[config.mk]
export PLATFORM = sky130hd
export DESIGN_NAME = rxp_fifo
export DESIGN_NICKNAME = d
export VERILOG_FILES = /design/src/rtl/rxp_fifo.sv
export SDC_FILE = /design/constraint.sdc
export NUM_CORES = 1
export LEC_CHECK = 0
export ABC_CLOCK_PERIOD_IN_PS = 6100
export BUFFER_PORTS_ARGS = -buffer_cell sky130_fd_sc_hd__buf_4
export CORE_ASPECT_RATIO = 0.6
export CORE_UTILIZATION = 44
export DETAILED_ROUTE_END_ITERATION = 8
export PLACE_DENSITY = 0.73
export SLEW_MARGIN = 20
export SYNTH_ARGS = -nofsm -noshare
export SYNTH_HDL_FRONTEND = slang
export SYNTH_SLANG_ARGS = --single-unit
[constraint.sdc]
create_clock -name clk_i -period 6.1 [get_ports clk_i]
set_clock_uncertainty 0.05 [all_clocks]
set_input_delay 0 -clock clk_i [delete_from_list [all_inputs] [get_ports clk_i]]
set_output_delay 0 -clock clk_i [all_outputs]
set_load 0.03 [all_outputs]
[src/rtl/rxp_fifo.sv]
// ----------------------------------------------------------------------------
// rxp_fifo: two-entry queue between front and back
// Hold front beats until the back takes them.
// ----------------------------------------------------------------------------
module rxp_fifo #(
  parameter int unsigned WIDTH = 64
) (
  input  logic             clk_i,
  input  logic             rst_ni,
  input  logic             push_i,
  input  logic [WIDTH-1:0] data_i,
  input  logic             pop_i,
  output logic             valid_o,
  output logic [WIDTH-1:0] data_o,
  output logic             full_o
);
  logic [WIDTH-1:0] mem_q [2];
  logic             wr_q;
  logic             rd_q;
  logic [1:0]       cnt_q;
  logic             do_push;
  logic             do_pop;

  assign full_o  = cnt_q == 2'd2;
  assign valid_o = cnt_q != 2'd0;
  assign do_push = push_i & ~full_o;
  assign do_pop  = pop_i & valid_o;
  assign data_o  = mem_q[rd_q];

  always_ff @(posedge clk_i or negedge rst_ni) begin
    if (!rst_ni) begin
      wr_q  <= 1'b0;
      rd_q  <= 1'b0;
      cnt_q <= 2'd0;
    end else begin
      if (do_push) begin
        wr_q <= ~wr_q;
      end
      if (do_pop) begin
        rd_q <= ~rd_q;
      end
      cnt_q <= cnt_q + 2'(do_push) - 2'(do_pop);
    end
  end

  always_ff @(posedge clk_i) begin
    if (do_push) begin
      mem_q[wr_q] <= data_i;
    end
  end

endmodule

; Yosys cells after proc, flatten, opt, wreduce, memory -nomap -nowiden
; Memories as Yosys holds them, arrays and structs flattened.
; Index checks and enable logic that the tools add are counted.
[totals]
ff_bits = 4
latchBits = 0
mem_bits_rw = 128
rom_bits = 0
in_bits = 68
output_inout_bits = 66
word_cells = 15
n_memories = 1
[mem_list]
columns = memory, words, word_bits, rd, rd_ports_with_merged_regs, write_ports, line_no
row1 = mem_q, 2, 64, 1, 0, 1, 17  ; logic [WIDTH-1:0] mem_q [2];
[op_classes]
addsub = 2
n_mul = 0
div_mod_pow = 0
n_lt_le_gt_ge = 0
n_eq_ne = 1
n_shift = 0
muxes = 2
n_bitwise = 5
reduce_logical = 1
[ops]
columns = cell, count
row1 = $not A1 Y1, 3
row2 = $add A2 B1 Y2, 1
row3 = $and A1 B1 Y1, 2
row4 = $eq A2 B2 Y1 const B, 1
row5 = $mux W1, 2
row6 = $reduce_bool A2 Y1, 1
row7 = $sub A2 B1 Y2, 1

; Longest topological paths before layout
; Gate-level depths: netlist of the first run.
[depth]
ltp_word = 5
depth_mapped = 7
depth_no_buf = 7

; Worst setup path before layout of the first run
; Ideal clock, no wire load.
[synth_timing]
path_type = register to register
start = register cnt_q[1]
end = memory mem_q[0][0] (enable)
setup_ns = 0.486
t_arrival_ns = 3.264
path_slack_ns = 2.300
path_stages_with_launch = 4
synth_period_minus_slack_ns = 3.800
path_cell_list = dfrtp_1 -> nand2b_1 -> nand2_1 -> nor2_1
[synth_via]
elab_chain_cells = 5
[synth_lines]
columns = item, line_no
row1 = from (decl), 20  ; logic [1:0] cnt_q;
row2 = from (signal assigned), 42  ; cnt_q <= cnt_q + 2'(do_push) - 2'(do_pop);
row3 = $eq A2 B2 Y1, 24  ; assign full_o = cnt_q == 2'd2;
row4 = $not A1 Y1, 26  ; assign do_push = push_i & ~full_o;
row5 = $and A1 B1 Y1, 26
row6 = $mux W1, 47  ; if (do_push) begin
row7 = $mux W1 (implied by the code), 48  ; mem_q[wr_q] <= data_i;
row8 = to (decl), 17
; No other way between the ends.

; Worst setup path in the final report of the first run
[layout_timing]
start = register cnt_q[1]
end = memory mem_q[0][57] (enable)
; The elaborated chain is that of the path after synthesis.

==> results of run 1 <==
-- cell families after synthesis --
family | count (synthesis) | share of synthesized area, %
flip-flops | 132 | 78.4
AND/OR/NAND/NOR | 6 | 0.697
XOR/XNOR | 4 | 0.697
adder cells (fa/ha/maj) | 2 | 0.498
multiplexers | 64 | 18.1
buffers and inverters | 9 | 1.59
-- worst max-delay path by stage --
stage	startpoint	to
floorplan	cnt_q[1]$_DFF_PN0_	mem_q[0][0]$_DFFE_PP_
global placement	cnt_q[1]$_DFF_PN0_	mem_q[0][56]$_DFFE_PP_
detailed placement	cnt_q[0]$_DFF_PN0_	mem_q[0][54]$_DFFE_PP_
CTS	rd_q$_DFFE_PN0P_	data_o[54]
global route	cnt_q[1]$_DFF_PN0_	mem_q[0][57]$_DFFE_PP_
finish	cnt_q[1]$_DFF_PN0_	mem_q[0][57]$_DFFE_PP_
-- worst max-delay path, stage by stage, from the launching register on --
cell	delay, ns
dfrtp_1	0.41
nand2b_1	0.12
nand2_1	0.14
nor2_4	0.40
buf_4	0.66
-- flip-flops by register name, indices dropped and copies added (netlist names) --
register and cells:
cnt_q 2, mem_q 128, rd_q 1, wr_q 1
-- metal layers --
layer	up-vias	GRT usage, %	share of wire (%)
met5	-	0	0
met4	0	4.20	0.65
met3	6	7.36	6.7
met2	104	28.1	48
met1	1350	21.0	44
li1	1287	-	-
-- area by class of cell --
class / instances / area (um^2)
inverter: 2 / 7.51
fill: 740 / 3420
timing repair buffer: 204 / 1710
sequential: 132 / 3950
tap: 139 / 174
clock buffer: 20 / 437
multi-input combinational: 76 / 1010
clock inverter: 12 / 138
-- placed cells by master, fill, tap and decap left out --
master | synthesis | layout
clkbuf_16 | 0 | 17
ha_1 | 2 | 2
dlygate4sd3_1 | 0 | 68
xor2_1 | 1 | 1
buf_4 | 0 | 135
clkbuf_1 | 0 | 3
edfxtp_1 | 128 | 128
mux2_4 | 50 | 50
mux2_2 | 14 | 14
nand2b_1 | 1 | 1
and3_2 | 0 | 1
dfrtp_4 | 0 | 1
nand2_1 | 1 | 1
clkinv_2 | 0 | 5
inv_1 | 2 | 2
xnor2_1 | 3 | 3
or2_1 | 1 | 1
and2_4 | 1 | 1
clkinvlp_4 | 0 | 2
bufinv_16 | 0 | 3
dfrtp_1 | 4 | 3
buf_12 | 0 | 1
nor2_4 | 0 | 1
clkinv_1 | 0 | 2
-- power by group --
group / total (mW) / switching [mW] / internal [mW] / leakage [nW]
sequential: 1.36 / 0.110 / 1.25 / 1.23
combinational: 1.40 / 0.766 / 0.632 / 1.47
clock: 0.988 / 0.352 / 0.636 / 0.278
total: 3.74 / 1.23 / 2.51 / 2.98
-- repair_timing --
item                                   CTS  global route
endpoints found under the hold margin  134             0
setup endpoints to repair                0             0
hold buffers                            68             0
buffers inserted                         0             0
-- stage by stage --
step | cell area, um^2 | util [%]
after detailed placement | 6150 | 56.7
final | 7430 | 68.5
after floorplan | 5030 | -
after global placement | 6150 | 56.7
after CTS | 7410 | 68.3
after global routing | 7430 | 68.5
==> impl_results.md, run 1 <==
- Unique masters post-synth: 16
- CORE AREA: 0.0108 mm^2
- Power Density: approximately 500 mW/mm^2
- Most common cell in the netlist: edfxtp_1
- Fin cells: 585
- Clk sinks: 132
- Ys flop type: edfxtp_1
- Total power: approximately 3.7 mW
- Period utilization: 35.5%
- DR vias: 2747
- WP data arrival: 2.14 ns
- CTS Buffer Depth: 2
- Largest net degree at the start of global routing: 66
- Count of state elements after synthesis: roughly 130
- Starting density of the core: a little under half
- Syn Inst Count: ~220
- Unrepaired setup endpoints after global routing: false
- Outcome: complete, no violations
- Final ANT Viol Nets: 0
- Critical Path RT: 6.08 ns
- Die height: 84.8 um
- Initial detailed-routing violation count: 110
- CP Capture Type: register
- Clock Latency Late Sink: 0.40 ns
- Synth Warn #: 0
- Max-slew violations: 0
- Routed vias/inst: between 4 and 5
- Mapped cell area: slightly above 0.005 mm^2
- Worst r2r src: cnt_q[1]$_DFF_PN0_
- Clock transition at path regs: 0.05 ns
- Main area contributors after synthesis: edfxtp_1, mux2_4, mux2_2
- Flop2flop setup slack: 3.93 ns
- WL/cell: 16.6 um
- Hold_ws: about 0.28 ns
- Worst-Margin Slew: 0.891 ns
- Hold Vio Cnt, Final: 0
- Row cnt: 29
- Die ar.: approximately 0.012 mm^2
- Worst Hold Class: input port to register
- Hold Path End: mem_q[0][41]$_DFFE_PP_
- First-pass GRT wire length: 14800 um
- CTS root buffer: clkbuf_16
- Worst path setup slack after routing: 3.93 ns
- GRT Overall Usage: 17.1%
- NumNets Final: 503
- Synth area leader: edfxtp_1
- Max-Cap Viols: 0
- Setup_tns: 0 ns
- Post-Syn Nets: ~290
- Number of flops mapped to enable cells by yosys: 128
- Placed Instances: 484
- WHS Path Cells: 2
- Width of the die: 140 um
- Share of cells above drive strength 1: 51.8%
- Yosys top cell area share: 76.5%
- Slew HR: 40.6%
- Final Setup Violations: 0
- Total Wirelength: about 9700 um
- VDD IR max: 276 uV
- Tmin final: 2.17 ns
- Critical path class: register to register
- Synth top cells by count: edfxtp_1, mux2_4, mux2_2, buf_6, dfrtp_1
- Area Growth Syn to Fin: 47.8%
- Gr ovfl total: 0
- RD Place Congestion: 0.703
- Vias in the first global route: 2957
- Num CTS Buffers: 17
- Final HPWL DP: roughly 5600 um
- Inserted Diodes: 0
- Critical path startpoint category: register
- CP max FO: 49
- Initial antenna violation count: 0
- H-tree levels: 4
- # resized after CTS: 0
- Asr flop ratio synth: under 10%
- Post-Place Setup Slack: 3.88 ns
- CTS tree: yes
- P_leak: 2.98 nW
- IO Port Bufs: 133
- Syn_area_per_cell: about 23 um^2
- Reg2reg path depth: 4
- R2r endpoint: mem_q[0][57]$_DFFE_PP_
- FMAX: roughly 0.46 GHz
- Min-delay src: data_i[41]
- First-pass detailed-route iteration total: 4
- Sequential area share after synthesis: 78.4%
- # DRC: 0
- # IOs: approximately 130
(Power assumes the default switching activity.)
==> run 2, diff against run 1 <==
ABC_AREA = 1   (was unset)
ABC_CLOCK_PERIOD_IN_PS = 2200   (was 6100)
clock period = 2.2 ns   (was 6.1 ns; I/O delays follow)
==> run 2 against run 1 <==
Against the previous run: the flow now finishes with violations (design-rule violations); largest power group unchanged; critical path depth up 1; register-to-register slack worse by 3.3 ns; critical endpoint is now data_o[63]; clock power rose to 2.6 times the previous value; sequential share of layout area up 1.1 points; sequential power rose to 2.6 times the previous value; die area down 2.2%.
==> impl_results.md, run 2 <==
- Flop2flop setup slack: around 0.66 ns
- FMAX: around 0.6 GHz
- Worst path cell trace: inv_2 -> buf_4 -> nand2_1 -> nand2_1 -> buf_4
- Mapped cell area: between 0.004 and 0.005 mm^2
- RD Place Congestion: 0.812
- VDD IR max: 794 uV
- Power Density: ~1400 mW/mm^2
- Starting density of the core: between 40% and 50%
- Slowest-stage cell, CP: dfrtp_2
- Clk sinks: about 130
- Ys flop type: edfxtp_1
- Width of the die: 138 um
- Count of state elements after synthesis: 132
- Yosys top cell area share: 78.2%
- Slew HR: 74.8%
- # IOs: between 100 and 150
- Most common cell in the netlist: nand2_1
- Routed vias/inst: 4.64
- Syn_area_per_cell: 13.4 um^2
- Max incr delay on CP: 0.41 ns
- Largest regs: mem_q (128), cnt_q (2)
- Delay-heaviest family, CP: buffers and inverters
- Internal power: 6.43 mW
- CORE AREA: 0.0107 mm^2
- CP Capture Type: primary output
- Combinational fraction of design power: 40.7%
- Main area contributors after synthesis: edfxtp_1, nand2_1, dfrtp_1
- Tmin final: 1.65 ns
- Most frequent cells in the layout: nand2_1, buf_4, edfxtp_1
- Critical path class: register to primary output
- Setup_tns: 0 ns
- Sequential area share after synthesis: ~80%
- Initial detailed-routing violation count: between 200 and 250
- CTS Buffer Depth: 2
- Share of cells above drive strength 1: 28.1%
- Gr ovfl total: 0
- Area Growth Syn to Fin: 48.1%
- XOR/XNOR Fraction of Synth Area: 0%
- Row cnt: 29
- Worst-Margin Slew: 0.379 ns
- Outcome: complete, but fails checks
- Max reg flops: 128
- Switching power total: around 3.9 mW
- Net Sw Frac: 37.6%
- Post-CTS Repair Setup Buffers: 0
- Unrepaired setup endpoints after global routing: false
- WP data arrival: about 1.6 ns
- Synth Area in Compound Gates: 0%
- P_leak: 3.14 nW
- Final ANT Viol Nets: 0
- CTS root buffer: clkbuf_16
- Clock transition at path regs: 0.05 ns
- Num CTS Buffers: 17
- Synth Warn #: 0
- Asr flop ratio synth: 3.03%
- Synth area leader: edfxtp_1
- Inserted Diodes: 0
- First-pass detailed-route iteration total: 7
- NumNets Final: 649
- Top reg by flops: mem_q
- Final HPWL DP: between 6000 and 7000 um
- Simple-gate share of the synthesized area: 16.0%
- Die height: between 80 and 90 um
- Max-slew violations: 0
- Mux cell area share after synthesis: 0%
- Critical Path RT: 2.15 ns
- Clock power share: between 20% and 30%
- DR vias: 3379
- Total Wirelength: 10500 um
- Max-Cap Viols: 0
- WL/cell: 14.4 um
- Syn Inst Count: between 300 and 400
- Commonest non-fill, non-tap cell in the layout: nand2_1
- Worst Hold Class: input port to register
- Number of flops mapped to enable cells by yosys: 128
- Period utilization: 74.9%
- GRT Overall Usage: 19.3%
- Largest net degree at the start of global routing: 65
- Total power: a little over 10 mW
- Critical path startpoint category: register
- IO Port Bufs: 133
- Hold Vio Cnt, Final: 0
- Synth top cells by count: nand2_1, edfxtp_1, inv_1, buf_4, buf_6
- Post-Syn Nets: 437
- # DRC: 20
- H-tree levels: 4
- Unique masters post-synth: 11
- Vias in the first global route: 3487
- Final Setup Violations: 0
- Fillers: 757
- CP Buf/Inv Count: 3
- Clock Latency Late Sink: about 0.4 ns
- Die ar.: 0.0116 mm^2
- Reg power frac: roughly 35%
- Main combinational cell family by area after synthesis: simple AND/OR/NAND/NOR gates
- CP max FO: 31
- Failing checks: design-rule violations
- Initial antenna violation count: 0
- First-pass GRT wire length: ~17000 um
- Adder-Cell Fraction of Synth Area: 0.509%
- CTS tree: yes
[run 2: worst paths after layout]
kind,from,to,cells past startpoint
max in group asynchronous,rst_ni,rd_q$_DFFE_PN0P_,3
min,data_i[29],mem_q[0][29]$_DFFE_PP_,2
max,rd_q$_DFFE_PN0P_,data_o[63],5
min reg2reg,wr_q$_DFFE_PN0N_,wr_q$_DFFE_PN0N_,2
max reg2reg,cnt_q[1]$_DFF_PN0_,mem_q[1][25]$_DFFE_PP_,4
min in group asynchronous,rst_ni,cnt_q[0]$_DFF_PN0_,3
[run 2: power by group through the flow]
stage               clock network (mW)  registers, mW  logic, mW
global placement                     0           3.59       4.04
CTS                               2.60           3.57       4.22
floorplan                            0           3.59       2.63
finish                            2.55           3.57       4.20
detailed placement                   0           3.61       4.10
global route                      2.72           3.62       4.51
[run 2: final cells by class]
cell class	count	area (um^2)	area share, %
well taps	139	174	2.39
clock buffers	23	448	6.16
repair buffers	207	1760	24.2
flip-flops and latches	132	3950	54.2
inverters	10	41.3	0.568
clock inverters	7	83.8	1.15
multi-input cells	211	821	11.3
[run 2: timing repair]
action | 4_1_cts | 5_1_grt
hold buffers | 68 | 0
gates resized for setup | 0 | 0
setup endpoints to repair | 0 | 0
hold endpoints to repair | 134 | 0
[run 2: logic make-up after synthesis]
family / Yosys count
adder cells (fa/ha/maj): 2
buffers and inverters: 24
flip-flops: 132
AND/OR/NAND/NOR: 209
[run 2: metal layers]
metal | wire (um) | GRT usage, % | vias to the layer above
li1 | - | - | 1650
met1 | 4480 | 24.7 | 1587
met3 | 802 | 5.45 | 10
met5 | 0 | 0 | -
met4 | 99 | 8.17 | 0
met2 | 5080 | 31.1 | 132
[run 2: per-stage QoR]
stage                     setup WS (ns)  cells  cell area [um^2]  hold WS, ns  utilization (%)
after detailed placement          0.673    631              6060       -0.250             56.6
after global placement            0.739    631              6060       -0.252             56.6
after global routing              0.447    729              7270        0.273             68.0
final                             0.551    729              7270        0.273             68.0
after CTS                         0.527    729              7270        0.260             68.0
after floorplan                   0.201    367              4920       -0.346                -
==> run 3, diff against run 2 <==
ABC_CLOCK_PERIOD_IN_PS = 1500   (was 2200)
PLACE_DENSITY = 0.76   (was 0.73)
clock period = 1.5 ns   (was 2.2 ns; I/O delays follow)
==> run 3 against run 2 <==
Against the previous run: cell area increased by 7.2%; power increased by 61%; setup slack worse by 0.61 ns; worst hold slack improved by 0.0022 ns; critical path type unchanged; non-clock buffer count increased by 13; the run ends with design-rule violations, negative setup slack left; register-to-register slack got worse by 0.68 ns; clock-buffer cell count shrank 3; flip-flop and latch count stayed put; sequential share of layout area down 3.7 points; die area unchanged; final cell count up 1.9%.
==> impl_results.md, run 3 (synthesis results as in run 2) <==
- Outcome: complete, but fails checks
- Failing checks: design-rule violations, negative setup slack
- # IOs: 134
- Busiest grt layer: met2
- Hold_ws: 0.275 ns
- Final HPWL DP: 6290 um
- CORE AREA: 0.0107 mm^2
- Largest regs: mem_q (128), cnt_q (2)
- H-tree levels: 4
- Cell mode on critical path: nand2_2
- Clk sinks: 132
- Fillers: about 690
- Die ar.: 0.0116 mm^2
- Total power: approximately 17 mW
- Die height: 83.9 um
- Critical path startpoint category: register
- Row cnt: 29
- Max reg flops: about 130
- Reg2reg path depth: 9
- Period utilization: 104%
- NumNets Final: 662
- Worst Hold Class: input port to register
- Slew HR: 83.4%
- Post-Place Setup Slack: -0.00921 ns
- Initial detailed-routing violation count: 185
- Routed vias/inst: roughly 4.7
- First-pass detailed-route iteration total: 7
- Vias in the first global route: ~3600
- Worst r2r src: cnt_q[0]$_DFF_PN0_
- Placement Cell Area: 0.00613 mm^2
- Delay-heaviest family, CP: buffers and inverters
- Initial antenna violation count: 0
- Clock Latency Late Sink: 0.40 ns
- Max-slew violations: 0
- CTS Buffer Depth: 2
- P_leak: 3.30 nW
- GR Util met1: 24.6%
- Max-Cap Viols: 0
- DR vias: 3482
- CP Capture Type: primary output
- CP max FO: 7
- Critical Path RT: about 1.5 ns
- Final Setup Violations: 22
- VDD IR max: 1200 uV
- Hold Vio Cnt, Final: 0
- IO Port Bufs: 133
- Total Wirelength: around 12000 um
- First-pass GRT wire length: around 18000 um
- Met3 usage: between 6 and 7%
- Post-layout util: 72.9%
- # DRC: 20
- Num CTS Buffers: 17
- Worst path cell trace: inv_8 -> buf_12 -> clkbuf_16 -> nand2_2 -> nand2_2 -> buf_6
- Hold Path End: mem_q[1][58]$_DFFE_PP_
- Width of the die: approximately 140 um
- CTS tree: yes
- FMAX: approximately 0.64 GHz
- CP Buf/Inv Count: 4
- Multi-input gate area: about 1000 um^2
- Area Growth Syn to Fin: 58.7%
- CTS root buffer: clkbuf_16
- Share of cells above drive strength 1: 38.4%
- Fin area: 0.00780 mm^2
- Final ANT Viol Nets: 0
- WL/cell: 15.7 um
- Seq. cell area: 0.00395 mm^2
- Clock transition at path regs: 0.06 ns
- Worst-Margin Slew: between 0.2 and 0.25 ns
- RD Place Congestion: 0.814
- GRT Overall Usage: 20.8%
- Critical path class: register to primary output
- WP data arrival: 1.51 ns
- Worst path setup slack after routing: -0.0584 ns
- Tmin final: 1.56 ns
- Min-delay src: data_i[58]
- WHS Path Cells: 2
- Gr ovfl total: 0
- Max incr delay on CP: 0.47 ns
- Flop2flop setup slack: -0.02 ns
- Unrepaired setup endpoints after global routing: true
- Starting density of the core: 45.9%
- Commonest non-fill, non-tap cell in the layout: nand2_1
- R2r endpoint: cnt_q[1]$_DFF_PN0_
- Slowest-stage cell, CP: dfrtp_2
- Power Density: 2120 mW/mm^2
- Largest net degree at the start of global routing: 35
- Met2 usage: 36.4%
- Most frequent cells in the layout: nand2_1, edfxtp_1, buf_4
- Inserted Diodes: 0
- Top reg by flops: mem_q
[run 3: cell count changes in the layout (fill, tap and decap cells not counted), sizes merged]
cell / previous run / this run
bufinv: 2 / 1
clkinvlp: 1 / 4
clkbuf: 23 / 21
buf: 139 / 151
clkinv: 5 / 7
[run 3: through the flow]
step | setup TNS, ns | cells
after CTS | -1.96 | 741
after global routing | -4.17 | 743
final | -0.837 | 743
after global placement | 0 | 634
after floorplan | -58.91 | 367
after detailed placement | -0.00921 | 634
[run 3: final cells by class]
| cell class | count | area share (%) |
|---|---|---|
| Clock inverter | 11 | 1.14 |
| Inverter | 10 | 0.626 |
| Tap cell | 139 | 2.23 |
| Timing Repair Buffer | 220 | 27.4 |
| Clock buffer | 20 | 5.60 |
| Multi-Input combinational cell | 211 | 12.4 |
| Sequential cell | 132 | 50.6 |
[run 3: power breakdown]
group	leakage, nW	internal, mW	switching (mW)
combinational	1.81	3.00	4.63
clock	0.251	2.24	1.41
sequential	1.24	5.03	0.259
[run 3: worst max path at each step]
stage / from / end / slack [ns] / depth (start not counted)
floorplan: cnt_q[1]$_DFF_PN0_ / mem_q[1][0]$_DFFE_PP_ / -0.48 / 3
global placement: cnt_q[1]$_DFF_PN0_ / cnt_q[1]$_DFF_PN0_ / 0.07 / 10
detailed placement: cnt_q[1]$_DFF_PN0_ / cnt_q[1]$_DFF_PN0_ / -0.009 / 9
CTS: rd_q$_DFFE_PN0P_ / data_o[6] / -0.08 / 6
global route: rd_q$_DFFE_PN0P_ / data_o[45] / -0.12 / 6
finish: rd_q$_DFFE_PN0P_ / data_o[57] / -0.06 / 6
[run 3: what timing repair did]
item	in CTS	in global routing
gates cloned	2	1
pin swaps	0	19
resized for setup	53	49
setup buffers	6	2
setup endpoints to repair	55	66
hold endpoints to repair	134	0
hold buffers	68	0
[run 3: routing by layer]
layer | wire (um) | vias to the layer above
li1 | - | 1679
met1 | 4880 | 1675
met3 | 679 | 11
met4 | 112 | 0
met2 | 5960 | 117
met5 | 0 | -
[run 3: worst register-to-register path: stages (launching register included)]
cell and delay [ns]:
dfrtp_1 0.40, inv_2 0.10, nand2_2 0.10, nand2_4 0.11, ha_4 0.21, inv_1 0.08
ha_2 0.19, inv_1 0.04, nand2_1 0.06, nand2_1 0.07
